<file path="src/uekf_pkg.sv">
`default_nettype none
package uekf_pkg;

    localparam logic [33:0] TWO_PI_Q   = 34'd411775;
    localparam logic [33:0] PI_Q       = 34'd205887;
    localparam logic [33:0] WRAP_BIAS  = 34'd3373260800;
    localparam logic signed [19:0] PI_S      = 20'sd205887;
    localparam logic signed [19:0] HALF_PI_S = 20'sd102944;
    localparam logic signed [33:0] CORDIC_GAIN = 34'sd652032874;
    localparam logic [4:0] CORDIC_LAST = 5'd23;
    localparam logic [4:0] WRAP_FIRST  = 5'd13;

    typedef enum logic [4:0] {
        S_IDLE, S_MWT, S_MIDLD, S_MOD1, S_CINIT, S_CORD, S_MTC, S_MTS, S_MVX,
        S_MVY, S_MXT, S_MYT, S_MGT, S_THLD, S_MOD2, S_DONE
    } state_t;

    typedef enum logic [2:0] {
        MUL_W_T, MUL_G_T, MUL_T_C, MUL_T_S, MUL_V_X, MUL_V_Y, MUL_X_T, MUL_NY_T
    } mul_sel_t;

    typedef struct packed {
        logic     load;
        logic     mul_en;
        mul_sel_t mul_sel;
        logic     mid_load;
        logic     th_load;
        logic     mod_step;
        logic     cord_init;
        logic     cord_step;
        logic     xdir_ld;
        logic     ydir_ld;
        logic     xinc_ld;
        logic     yinc_ld;
        logic     jwx_ld;
        logic     jwy_ld;
        logic     out_load;
        logic [4:0] cnt;
    } cmd_t;

    function automatic logic signed [31:0] sat32(input logic signed [49:0] v);
        if (v > 50'sd2147483647)
            return 32'sh7FFFFFFF;
        else if (v < -50'sd2147483648)
            return 32'sh80000000;
        else
            return v[31:0];
    endfunction

    function automatic logic [33:0] atan_q30(input logic [4:0] i);
        case (i)
            5'd0:    return 34'h03243F6A8;
            5'd1:    return 34'h01DAC6705;
            5'd2:    return 34'h00FADBAFC;
            5'd3:    return 34'h007F56EA6;
            5'd4:    return 34'h003FEAB76;
            5'd5:    return 34'h001FFD55B;
            5'd6:    return 34'h000FFFAAA;
            5'd7:    return 34'h0007FFF55;
            5'd8:    return 34'h0003FFFEA;
            5'd9:    return 34'h0001FFFFD;
            5'd10:   return 34'h0000FFFFF;
            5'd11:   return 34'h00007FFFF;
            5'd12:   return 34'h00003FFFF;
            5'd13:   return 34'h00001FFFF;
            5'd14:   return 34'h00000FFFF;
            5'd15:   return 34'h000007FFF;
            5'd16:   return 34'h000003FFF;
            5'd17:   return 34'h000001FFF;
            5'd18:   return 34'h000000FFF;
            5'd19:   return 34'h0000007FF;
            5'd20:   return 34'h0000003FF;
            5'd21:   return 34'h0000001FF;
            5'd22:   return 34'h0000000FF;
            5'd23:   return 34'h00000007F;
            default: return 34'h0;
        endcase
    endfunction

endpackage
`default_nettype wire

</file>
<file path="src/uekf_ctrl.sv">
`default_nettype none
module uekf_ctrl (
    input  wire logic          clk,
    input  wire logic          rst_n,
    input  wire logic          in_valid,
    input  wire logic          out_ready,
    output uekf_pkg::cmd_t     cmd,
    output logic               in_ready,
    output logic               out_valid
);
    import uekf_pkg::*;

    state_t     state_reg, state_next;
    logic [4:0] cnt_reg, cnt_next;
    logic       ov_reg, ov_next;
    logic       out_free;

    assign out_free  = !ov_reg || out_ready;
    assign out_valid = ov_reg;
    assign in_ready  = (state_reg == S_IDLE);

    always_ff @(posedge clk or negedge rst_n)
    begin
        if (!rst_n)
        begin
            state_reg <= S_IDLE;
            cnt_reg   <= '0;
            ov_reg    <= 1'b0;
        end
        else
        begin
            state_reg <= state_next;
            cnt_reg   <= cnt_next;
            ov_reg    <= ov_next;
        end
    end

    always_comb
    begin
        state_next = state_reg;
        cnt_next   = cnt_reg;
        case (state_reg)
            S_IDLE:  if (in_valid) state_next = S_MWT;
            S_MWT:   state_next = S_MIDLD;
            S_MIDLD:
            begin
                state_next = S_MOD1;
                cnt_next   = WRAP_FIRST;
            end
            S_MOD1:
            begin
                if (cnt_reg == '0)
                    state_next = S_CINIT;
                else
                    cnt_next = cnt_reg - 5'd1;
            end
            S_CINIT:
            begin
                state_next = S_CORD;
                cnt_next   = '0;
            end
            S_CORD:
            begin
                if (cnt_reg == CORDIC_LAST)
                    state_next = S_MTC;
                else
                    cnt_next = cnt_reg + 5'd1;
            end
            S_MTC:   state_next = S_MTS;
            S_MTS:   state_next = S_MVX;
            S_MVX:   state_next = S_MVY;
            S_MVY:   state_next = S_MXT;
            S_MXT:   state_next = S_MYT;
            S_MYT:   state_next = S_MGT;
            S_MGT:   state_next = S_THLD;
            S_THLD:
            begin
                state_next = S_MOD2;
                cnt_next   = WRAP_FIRST;
            end
            S_MOD2:
            begin
                if (cnt_reg == '0)
                    state_next = S_DONE;
                else
                    cnt_next = cnt_reg - 5'd1;
            end
            S_DONE:  if (out_free) state_next = S_IDLE;
            default: state_next = S_IDLE;
        endcase
    end

    always_comb
    begin
        cmd         = '0;
        cmd.mul_sel = MUL_W_T;
        cmd.cnt     = cnt_reg;
        ov_next     = ov_reg && !out_ready;
        case (state_reg)
            S_IDLE:  cmd.load = in_valid;
            S_MWT:
            begin
                cmd.mul_en  = 1'b1;
                cmd.mul_sel = MUL_W_T;
            end
            S_MIDLD: cmd.mid_load = 1'b1;
            S_MOD1:  cmd.mod_step = 1'b1;
            S_CINIT: cmd.cord_init = 1'b1;
            S_CORD:  cmd.cord_step = 1'b1;
            S_MTC:
            begin
                cmd.mul_en  = 1'b1;
                cmd.mul_sel = MUL_T_C;
            end
            S_MTS:
            begin
                cmd.xdir_ld = 1'b1;
                cmd.mul_en  = 1'b1;
                cmd.mul_sel = MUL_T_S;
            end
            S_MVX:
            begin
                cmd.ydir_ld = 1'b1;
                cmd.mul_en  = 1'b1;
                cmd.mul_sel = MUL_V_X;
            end
            S_MVY:
            begin
                cmd.xinc_ld = 1'b1;
                cmd.mul_en  = 1'b1;
                cmd.mul_sel = MUL_V_Y;
            end
            S_MXT:
            begin
                cmd.yinc_ld = 1'b1;
                cmd.mul_en  = 1'b1;
                cmd.mul_sel = MUL_X_T;
            end
            S_MYT:
            begin
                cmd.jwy_ld  = 1'b1;
                cmd.mul_en  = 1'b1;
                cmd.mul_sel = MUL_NY_T;
            end
            S_MGT:
            begin
                cmd.jwx_ld  = 1'b1;
                cmd.mul_en  = 1'b1;
                cmd.mul_sel = MUL_G_T;
            end
            S_THLD:  cmd.th_load = 1'b1;
            S_MOD2:  cmd.mod_step = 1'b1;
            S_DONE:
            begin
                cmd.out_load = out_free;
                if (out_free)
                    ov_next = 1'b1;
            end
            default: cmd.load = 1'b0;
        endcase
    end

endmodule
`default_nettype wire

</file>
<file path="config.mk">
export PLATFORM = sky130hd
export DESIGN_NAME = uekf_ctrl
export DESIGN_NICKNAME = d
export VERILOG_FILES = /design/src/uekf_pkg.sv /design/src/uekf_ctrl.sv
export SDC_FILE = /design/constraint.sdc
export NUM_CORES = 1
export LEC_CHECK = 0
export BUFFER_PORTS_ARGS = -buffer_cell sky130_fd_sc_hd__buf_4
export CORE_ASPECT_RATIO = 1.25
export CORE_MARGIN = 2
export CORE_UTILIZATION = 50
export DETAILED_ROUTE_END_ITERATION = 10
export GPL_TIMING_DRIVEN = 1
export MAX_ROUTING_LAYER = met4
export PLACE_DENSITY = 0.78
export SETUP_SLACK_MARGIN = 0.05
export SLEW_MARGIN = 40
export SYNTH_ARGS = -nofsm -noshare
export SYNTH_HDL_FRONTEND = slang
export SYNTH_SLANG_ARGS = --single-unit
</file>
<file path="constraint.sdc">
create_clock -name clk -period 2.7 [get_ports clk]
set_input_delay 0 -clock clk [delete_from_list [all_inputs] [get_ports clk]]
set_output_delay 0 -clock clk [all_outputs]
set_load 0.02 [all_outputs]
</file>
==> results.py, run 1 <==
metrics = {
    "cts": {
        "cts_sinks": 10,
        "h-tree-depth": 1,
        "clk_latency_ns": 0.27,
        "clk_path_buf_depth": 2,
        "clkSlewWorstSetupHoldPaths_ns": 0.07,
        "post_cts_buffers": 0,
        "cts_tree": "built",
        "cts_root_buf": "clkbuf_4",
        "cts_buffers": 3,
    },
    "place": {
        "placed_area_um2": 1150,
        "place_ws_ns": 0.257,
        "hpwl_mm": 1.83,
        "numPortBuffers": 27,
        "gp_congestion": 0.902,
    },
    "drt": {
        "vias_per_cell": 5.93,
        "routedWlPerCell_um": 14.1,
        "routed_wl_mm": 2.32,
        "first_iter_violations": 15,
        "vias": 978,
        "drt-pass1-iter-count": 4,
        "remaining_drc_errors": 0,
        "ant_nets": 0,
    },
    "sta": {
        "setup-tns-final_ns": 0,
        "finalClockSkew_ns": 0.00115,
        "tightest_slew_ns": 0.406,
        "finalMaxSlewViolations": 0,
        "hold_viol_final": 0,
        "rsz0062_at_grt": "false",
        "setup_viol": 0,
        "min_period_over_period_pct": 89.4,
        "maxSlewHeadroom_pct": 72.7,
        "fin_ws_ns": 0.286,
        "whs_ns": 0.0257,
        "fmax_mhz": 414,
        "fin_crit_ns": 2.41,
    },
    "synth": {
        "avgSynthCellArea_um2": 8.01,
        "synth_cell_types": 43,
        "synthCells": 115,
        "ys_warn_count": 0,
        "synth-async-reset-ratio_pct": 100,
        "synth_edf_count": 0,
        "ys_ff_latch": 10,
        "synth_flop_cell": "dfrtp_1",
        "syn_nets": 123,
        "synthesis.area_um2": 921,
        "synth_seq_area_share_pct": 27.2,
    },
    "setup_path": {
        "required_ns": 2.85,
        "crit_buf_inv": 0,
        "crit_path_cell_trace": "and4b_1, or2_1, fa_1, xnor2_1, nor2b_1, o22ai_1, a21oi_1, a21oi_1",
        "worstReg2RegEnd": "cnt_reg[2]",
        "rrSetupSlack_ns": 0.29,
        "crit_path_max_incr_delay_ns": 0.51,
        "startpoint_type": "register",
        "crit_fanout": 9,
        "critPathTopFamily": "simple AND/OR/NAND/NOR gates",
        "r2r_cells": 8,
        "slowest_stage": "dfrtp_1",
        "r2r-start": "state_reg[0]",
        "crit_top_cell": "a21oi_1",
        "end_kind": "register",
        "crit_arrival_ns": 2.56,
        "path_class": "register to register",
    },
    "pwr": {
        "power_mw": 1.85,
        "leakagePower_nw": 0.582,
        "irDropWorstVdd_v": 0.000790,
        "power_density_nw_per_um2": 1550,
    },
    "min_path": {
        "hold_path_end": "out_valid",
        "whs_path_depth": 3,
        "hp-class": "input port to register",
        "hold_start": "out_ready",
    },
    "finish": {
        "fin_area_um2": 1200,
        "nNetsFinal": 155,
        "largest_reg_flops": 5,
        "diodes": 0,
        "syn_to_final_growth_pct": 30.2,
        "layout-drive-gt1-share_pct": 29.5,
    },
    "global_routing": {
        "grt_first_pass_wirelength_mm": 3.97,
        "grt_max_degree": 15,
        "overflow": 0,
        "grt_pass1_vias": 902,
        "grt_usage_pct": 23.7,
        "antenna_found_initial": 0,
    },
    "flow_run": {
        "drv_cap": 0,
    },
    "run_status": {
        "outcome": "completed",
    },
    "floorplanning": {
        "coreArea_um2": 1740,
        "io_pins": 28,
        "die-area_um2": 2200,
        "start_util_pct": 52.8,
        "die_height_um": 52.0,
        "die_w_um": 42.4,
        "rows": 17,
    },
}
## repair_timing
action / CTS / global route
gates resized for setup: 0 / 1
endpoints found under the hold margin: 10 / 0
setup endpoints to repair: 0 / 1
hold buffers: 1 / 0
## power by group
group	total [mW]	internal [mW]	switching (mW)
Clock	0.140	0.0819	0.0580
Sequential	0.345	0.230	0.116
Combinational	1.37	0.594	0.774
## per-layer routing
layer	part of all wire [%]	wire length, um	vias to the layer above	global-route usage, %
li1	-	-	484	-
met2	53	1230	35	44.4
met3	4.0	93	0	0
met1	43	1000	459	27.1
met5	0	0	-	-
met4	0	0	0	9.38
## cells in the final DEF (no fill, tap or decap), types with 2 or more instances in the layout
| cell type | n |
|---|---|
| clkbuf_4 | 3 |
| buf_4 | 33 |
| a21oi_1 | 8 |
| nor2b_1 | 4 |
| nand2_1 | 12 |
| and2_1 | 2 |
| nor2_1 | 9 |
| a221oi_2 | 2 |
| nand3_1 | 3 |
| inv_1 | 7 |
| dfrtp_1 | 10 |
| a21o_1 | 3 |
| nand4_1 | 2 |
| nor3_1 | 6 |
| nand2b_1 | 3 |
| o2bb2ai_1 | 2 |
| ha_1 | 3 |
| a31oi_1 | 3 |
| xnor2_1 | 6 |
| nor4_1 | 2 |
## synthesized netlist by cell type, types with 2 or more instances
library cell / instances / area, um2
nand2b_1: 3 / 18.8
nand3_1: 3 / 15.0
nor4_1: 2 / 12.5
clkbuf_1: 3 / 11.3
and2_1: 2 / 12.5
ha_1: 3 / 37.5
a21oi_1: 8 / 40.0
a221oi_2: 2 / 30.0
nand4_1: 2 / 12.5
a21o_1: 3 / 22.5
nand2_1: 12 / 45.0
nor3_1: 6 / 30.0
dfrtp_1: 10 / 250
buf_2: 2 / 10.0
nor2b_1: 4 / 25.0
o2bb2ai_1: 2 / 17.5
inv_1: 7 / 26.3
a31oi_1: 3 / 18.8
nor2_1: 9 / 33.8
xnor2_1: 6 / 52.6
## worst reg2reg max path, delay by kind of cell (launching register included)
| family | cells | cell delay (ns) |
|---|---|---|
| xor gates and xnor gates | 1 | 0.27 |
| AOI/OAI and AO/OA | 3 | 0.29 |
| and+or+nand+nor | 3 | 0.78 |
| DFF | 1 | 0.51 |
| adders and majority gates | 1 | 0.43 |
## cell families after synthesis
| logic type | synth area share (%) |
|---|---|
| compound gates | 22.6 |
| xor+xnor | 5.71 |
| fa+ha+maj | 6.25 |
| buf+inv | 7.61 |
| flops | 27.2 |
| simple gates | 30.7 |
## worst max-delay path by stage
stage	startpoint	to	slack, ns	cells past startpoint
after global routing	state_reg[0]	cnt_reg[3]	0.14	8
final	state_reg[0]	cnt_reg[2]	0.29	8
after floorplan	state_reg[1]	cnt_reg[4]	0.39	10
after detailed placement	state_reg[0]	cnt_reg[3]	0.26	8
after CTS	state_reg[0]	cnt_reg[3]	0.22	8
after global placement	state_reg[0]	cnt_reg[3]	0.32	8
## area by class of cell
type,instances,area [um2]
clock buffer,4,36.3
tap,19,23.8
sequential,10,250
multi-input combinational,90,601
inverter,8,30.0
timing repair buffer,34,258
fill,144,546
## per-stage QoR
stage | std cells | utilization (%)
after global routing | 165 | 68.7
final | 165 | 68.7
after detailed placement | 160 | 66.1
after CTS | 165 | 68.7
after global placement | 160 | 66.1
after floorplan | 115 | -
(Power assumes the default switching activity.)
==> run 2, diff against run 1 <==
--- a/config.mk
+++ b/config.mk
@@ -5,7 +5,7 @@
 export SDC_FILE = /design/constraint.sdc
 export NUM_CORES = 1
 export LEC_CHECK = 0
-export BUFFER_PORTS_ARGS = -buffer_cell sky130_fd_sc_hd__buf_4
+export BUFFER_PORTS_ARGS = -buffer_cell sky130_fd_sc_hd__buf_2
 export CORE_ASPECT_RATIO = 1.25
 export CORE_MARGIN = 2
 export CORE_UTILIZATION = 50
==> run 2 against run 1 <==
Worst hold slack worse by 0.0046 ns; count of clock-buffer cells in the layout down 1; clock power down 27%; setup slack better by 0.078 ns; clock skew up 0.0037 ns; die area unchanged.
==> results.py, run 2 (synthesized netlist as in run 1, its figures left out) <==
metrics = {
    "drt": {
        "routed_wl_mm": 2.22,
        "vias_per_cell": 5.88,
        "drt-pass1-iter-count": 4,
        "remaining_drc_errors": 0,
        "vias": 959,
        "first_iter_violations": 26,
        "ant_nets": 0,
        "routedWlPerCell_um": 13.6,
    },
    "cts": {
        "h-tree-depth": 1,
        "cts_tree": "built",
        "clkSlewWorstSetupHoldPaths_ns": 0.06,
        "clk_latency_ns": 0.27,
        "clk_path_buf_depth": 2,
        "cts_sinks": 10,
        "post_cts_buffers": 0,
        "hold_buffers": 1,
        "post_cts_resize_count": 0,
        "cts_root_buf": "clkbuf_4",
        "cts_buffers": 3,
    },
    "setup_path": {
        "end_kind": "register",
        "required_ns": 2.84,
        "crit_path_cell_trace": "and4b_1, or2_0, fa_1, xnor2_1, nor2b_1, o22ai_1, a21oi_1, a21oi_1",
        "worstReg2RegEnd": "cnt_reg[2]",
        "crit_arrival_ns": 2.48,
        "crit_fanout": 5,
        "crit_top_cell": "a21oi_1",
        "critPathTopFamily": "simple AND/OR/NAND/NOR gates",
        "crit_buf_inv": 0,
        "crit_path_max_incr_delay_ns": 0.43,
        "r2r_cells": 8,
        "rrSetupSlack_ns": 0.36,
        "startpoint_type": "register",
        "path_class": "register to register",
        "r2r-start": "state_reg[1]",
        "slowest_stage": "fa_1",
    },
    "finish": {
        "syn_to_final_growth_pct": 20.5,
        "mostFrequentLayoutCell": "buf_2",
        "regArea_um2": 250,
        "largest_reg_flops": 5,
        "final_cell_mix": "27 x buf_2, 12 x nand2_1, 10 x dfrtp_1, 9 x nor2_1, 8 x a21oi_1",
        "layout-drive-gt1-share_pct": 28.5,
        "multi_input_area_um2": 601,
        "diodes": 0,
        "layout.filler_cells": 162,
        "nNetsFinal": 154,
    },
    "sta": {
        "tightest_slew_ns": 0.469,
        "fmax_mhz": 428,
        "min_period_over_period_pct": 86.5,
        "hold_viol_final": 0,
        "rsz0062_at_grt": "false",
        "setup_viol": 0,
        "fin_crit_ns": 2.34,
        "fin_ws_ns": 0.365,
        "finalClockSkew_ns": 0.00486,
        "maxSlewHeadroom_pct": 68.4,
        "setup-tns-final_ns": 0,
        "finalMaxSlewViolations": 0,
    },
    "floorplanning": {
        "die_height_um": 52.0,
        "io_pins": 28,
        "rows": 17,
        "coreArea_um2": 1740,
        "die_w_um": 42.4,
        "start_util_pct": 52.8,
        "die-area_um2": 2200,
    },
    "global_routing": {
        "grt_usage_pct": 23.6,
        "grt_first_pass_wirelength_mm": 3.83,
        "grt_pass1_vias": 875,
        "antenna_found_initial": 0,
        "grt_max_degree": 17,
        "overflow": 0,
    },
    "pwr": {
        "leakagePower_nw": 0.560,
        "power_density_nw_per_um2": 1540,
        "irDropWorstVdd_v": 0.000834,
    },
    "place": {
        "gp_congestion": 0.906,
        "hpwl_mm": 1.73,
        "numPortBuffers": 27,
        "place_ws_ns": 0.399,
    },
    "run_status": {
        "outcome": "completed",
    },
    "min_path": {
        "hold_path_end": "out_valid",
        "whs_path_depth": 3,
        "hp-class": "input port to register",
        "hold_start": "out_ready",
    },
    "flow_run": {
        "drv_cap": 0,
    },
}
-- run 2: through the flow --
step / power, mW / hold WS (ns) / cell area, um2 / instances / util [%]
final: 1.71 / 0.0211 / 1110 / 163 / 63.6
after detailed placement: 1.61 / -0.127 / 1080 / 159 / 61.8
after floorplan: 1.29 / -0.296 / 921 / 115 / -
after global routing: 1.89 / 0.0379 / 1110 / 163 / 63.6
after global placement: 1.58 / -0.129 / 1080 / 159 / 61.8
after CTS: 1.72 / 0.0247 / 1110 / 163 / 63.6
-- run 2: tightest hold or removal path, stage by stage --
cell and delay, ns:
buf_2 0.07, nand2b_1 0.12, nand2_1 0.06
-- run 2: metal layers --
| metal | routed length [um] | global-route usage (%) | vias to the layer above |
|---|---|---|---|
| met4 | 51 | 13.5 | 0 |
| met3 | 105 | 2.43 | 6 |
| met1 | 951 | 26.8 | 448 |
| li1 | - | - | 473 |
| met2 | 1110 | 40.3 | 32 |
| met5 | 0 | - | - |
-- run 2: where the power goes --
part | leakage, nW | switching, mW | internal (mW)
logic | 0.425 | 0.772 | 0.504
registers | 0.122 | 0.103 | 0.230
clock network | 0.0138 | 0.0508 | 0.0515
-- run 2: area by class of cell --
cell class	count	share of cell area (%)
Timing Repair Buffer	33	16.5
Inverter	8	2.71
Clock buffer	3	2.03
Tap cell	19	2.14
Sequential cell	10	22.5
Multi-Input combinational cell	90	54.1
-- run 2: worst max path at each step --
stage | from | endpoint | slack, ns | cells after the start
after floorplan | state_reg[1] | cnt_reg[4] | 0.39 | 10
after detailed placement | state_reg[0] | cnt_reg[2] | 0.40 | 8
after global placement | state_reg[0] | cnt_reg[2] | 0.43 | 8
final | state_reg[1] | cnt_reg[2] | 0.36 | 8
after CTS | state_reg[0] | cnt_reg[2] | 0.37 | 8
after global routing | state_reg[0] | cnt_reg[2] | 0.12 | 8
==> run 3, diff against run 2 <==
--- a/config.mk
+++ b/config.mk
@@ -8,11 +8,10 @@
 export BUFFER_PORTS_ARGS = -buffer_cell sky130_fd_sc_hd__buf_2
 export CORE_ASPECT_RATIO = 1.25
 export CORE_MARGIN = 2
-export CORE_UTILIZATION = 50
+export CORE_UTILIZATION = 30
 export DETAILED_ROUTE_END_ITERATION = 10
 export GPL_TIMING_DRIVEN = 1
 export MAX_ROUTING_LAYER = met4
-export PLACE_DENSITY = 0.78
 export SETUP_SLACK_MARGIN = 0.05
 export SLEW_MARGIN = 40
 export SYNTH_ARGS = -nofsm -noshare
==> run 3 against run 2 <==
Maximum frequency fell by 3.2%; total power rose by 4.5%; utilization fell by 24 points; sequential share of layout area fell by 0.97 points; combinational power barely moved; critical path depth did not move; highest routed layer unchanged; largest cell class unchanged; register-to-register slack got worse by 0.08 ns; cell count rose by 12%; count of clock-buffer cells in the layout rose by 1; global-route usage fell by 7.6 points.
==> results.py, run 3 (synthesized netlist as in run 1, its figures left out) <==
metrics = {
    "drt": {
        "drt-pass1-iter-count": 4,
        "first_iter_violations": 20,
        "vias_per_cell": 5.17,
        "ant_nets": 0,
        "routed_wl_mm": 2.52,
        "vias": 947,
        "remaining_drc_errors": 0,
        "routedWlPerCell_um": 13.8,
    },
    "finish": {
        "diodes": 0,
        "layout.filler_cells": 305,
        "mostFrequentLayoutCell": "buf_2",
        "largest_reg_flops": 5,
        "nNetsFinal": 156,
        "final_cell_mix": "27 x buf_2, 12 x nand2_1, 10 x dfrtp_1, 9 x nor2_1, 8 x a21oi_1",
        "fin_area_um2": 1160,
        "syn_to_final_growth_pct": 26.0,
        "layout-drive-gt1-share_pct": 29.9,
    },
    "cts": {
        "h-tree-depth": 1,
        "cts_tree": "built",
        "cts_buffers": 3,
        "clkSlewWorstSetupHoldPaths_ns": 0.07,
        "cts_root_buf": "clkbuf_4",
        "clk_latency_ns": 0.27,
        "cts_sinks": 10,
        "clk_path_buf_depth": 2,
    },
    "flow_run": {
        "drv_cap": 0,
    },
    "floorplanning": {
        "coreArea_um2": 2950,
        "rows": 22,
        "io_pins": 28,
        "start_util_pct": 31.3,
        "die-area_um2": 3530,
        "die_height_um": 65.9,
        "die_w_um": 53.6,
    },
    "place": {
        "hpwl_mm": 1.92,
        "numPortBuffers": 27,
        "placed_area_um2": 1110,
        "gp_congestion": 0.774,
    },
    "pwr": {
        "power_mw": 1.79,
        "power_density_nw_per_um2": 1540,
        "irDropWorstVdd_v": 0.000632,
        "leakagePower_nw": 0.579,
    },
    "setup_path": {
        "end_kind": "register",
        "crit_arrival_ns": 2.56,
        "worstReg2RegEnd": "cnt_reg[2]",
        "cp-startpoint": "state_reg[3]",
        "rrSetupSlack_ns": 0.29,
        "crit_fanout": 6,
        "r2r-start": "state_reg[3]",
        "path_class": "register to register",
        "startpoint_type": "register",
        "r2r_cells": 8,
        "required_ns": 2.84,
    },
    "min_path": {
        "whs_path_depth": 3,
        "hp-class": "input port to register",
        "hold_start": "out_ready",
        "hold_path_end": "out_valid",
    },
    "sta": {
        "maxSlewHeadroom_pct": 72.5,
        "whs_ns": 0.0204,
        "setup_viol": 0,
        "finalClockSkew_ns": 0.00108,
        "fmax_mhz": 414,
        "setup-tns-final_ns": 0,
        "rsz0062_at_grt": "false",
        "hold_viol_final": 0,
        "finalMaxSlewViolations": 0,
        "min_period_over_period_pct": 89.4,
        "tightest_slew_ns": 0.409,
        "fin_crit_ns": 2.41,
    },
    "run_status": {
        "outcome": "completed",
    },
    "global_routing": {
        "antenna_found_initial": 0,
        "grt_max_degree": 20,
        "overflow": 0,
        "grt_first_pass_wirelength_mm": 4.02,
        "grt_usage_pct": 15.9,
        "grt_pass1_vias": 840,
    },
}
run 3: cell types whose count changed in the layout (fill, tap and decap cells not counted), sizes merged:
cell    previous run  this run
buf               32        34
clkbuf             3         4
run 3: worst max path at each step:
stage                            end  slack (ns)  depth (start not counted)
after CTS                 cnt_reg[2]        0.23                          8
after detailed placement  cnt_reg[2]        0.25                          8
final                     cnt_reg[2]        0.29                          8
after floorplan           cnt_reg[4]        0.39                         10
after global placement    cnt_reg[2]        0.29                          8
after global routing      cnt_reg[2]        0.15                          8
run 3: layout make-up:
class	count	area (um2)	area share, %
Sequential cell	10	250	21.6
Timing Repair Buffer	35	198	17.0
Inverter	8	30.0	2.59
Tap cell	36	45.0	3.88
Multi-Input combinational cell	90	601	51.8
Clock buffer	4	36.3	3.13
run 3: repair_timing:
action	CTS	global route
resized for setup	0	1
hold endpoints to repair	10	0
endpoints found under the setup margin	0	1
hold buffers	1	0
setup buffers	0	0
run 3: per-layer routing:
layer  track usage, %  vias up  wire length [um]
li1                 -      479                 -
met1             20.5      436              1190
met2             25.2       28              1190
met3             1.36        4               103
met4             6.73        0                42
met5                -        -                 0
run 3: where the power goes:
| part | leakage, nW | internal, mW | switching (mW) |
|---|---|---|---|
| sequential | 0.122 | 0.230 | 0.107 |
| combinational | 0.437 | 0.523 | 0.790 |
| clock | 0.0210 | 0.0819 | 0.0574 |
| total | 0.579 | 0.834 | 0.954 |
run 3: worst max-delay path: stages (launching register included):
cell and delay [ns]:
dfrtp_1 0.43, and4b_1 0.26, or2_1 0.34, fa_1 0.44, xnor2_1 0.28, nor2b_1 0.16
o22ai_1 0.08, a21oi_1 0.20, a21oi_1 0.10
run 3: metrics by stage:
| step | utilization [%] | cells | setup slack [ns] |
|---|---|---|---|
| 2_1_floorplan | - | 115 | 0.390 |
| 3_3_place_gp | 37.8 | 178 | 0.285 |
| 3_5_place_dp | 37.8 | 178 | 0.253 |
| 4_1_cts | 39.4 | 183 | 0.233 |
| 5_1_grt | 39.4 | 183 | 0.150 |
| 6_report | 39.4 | 183 | 0.287 |
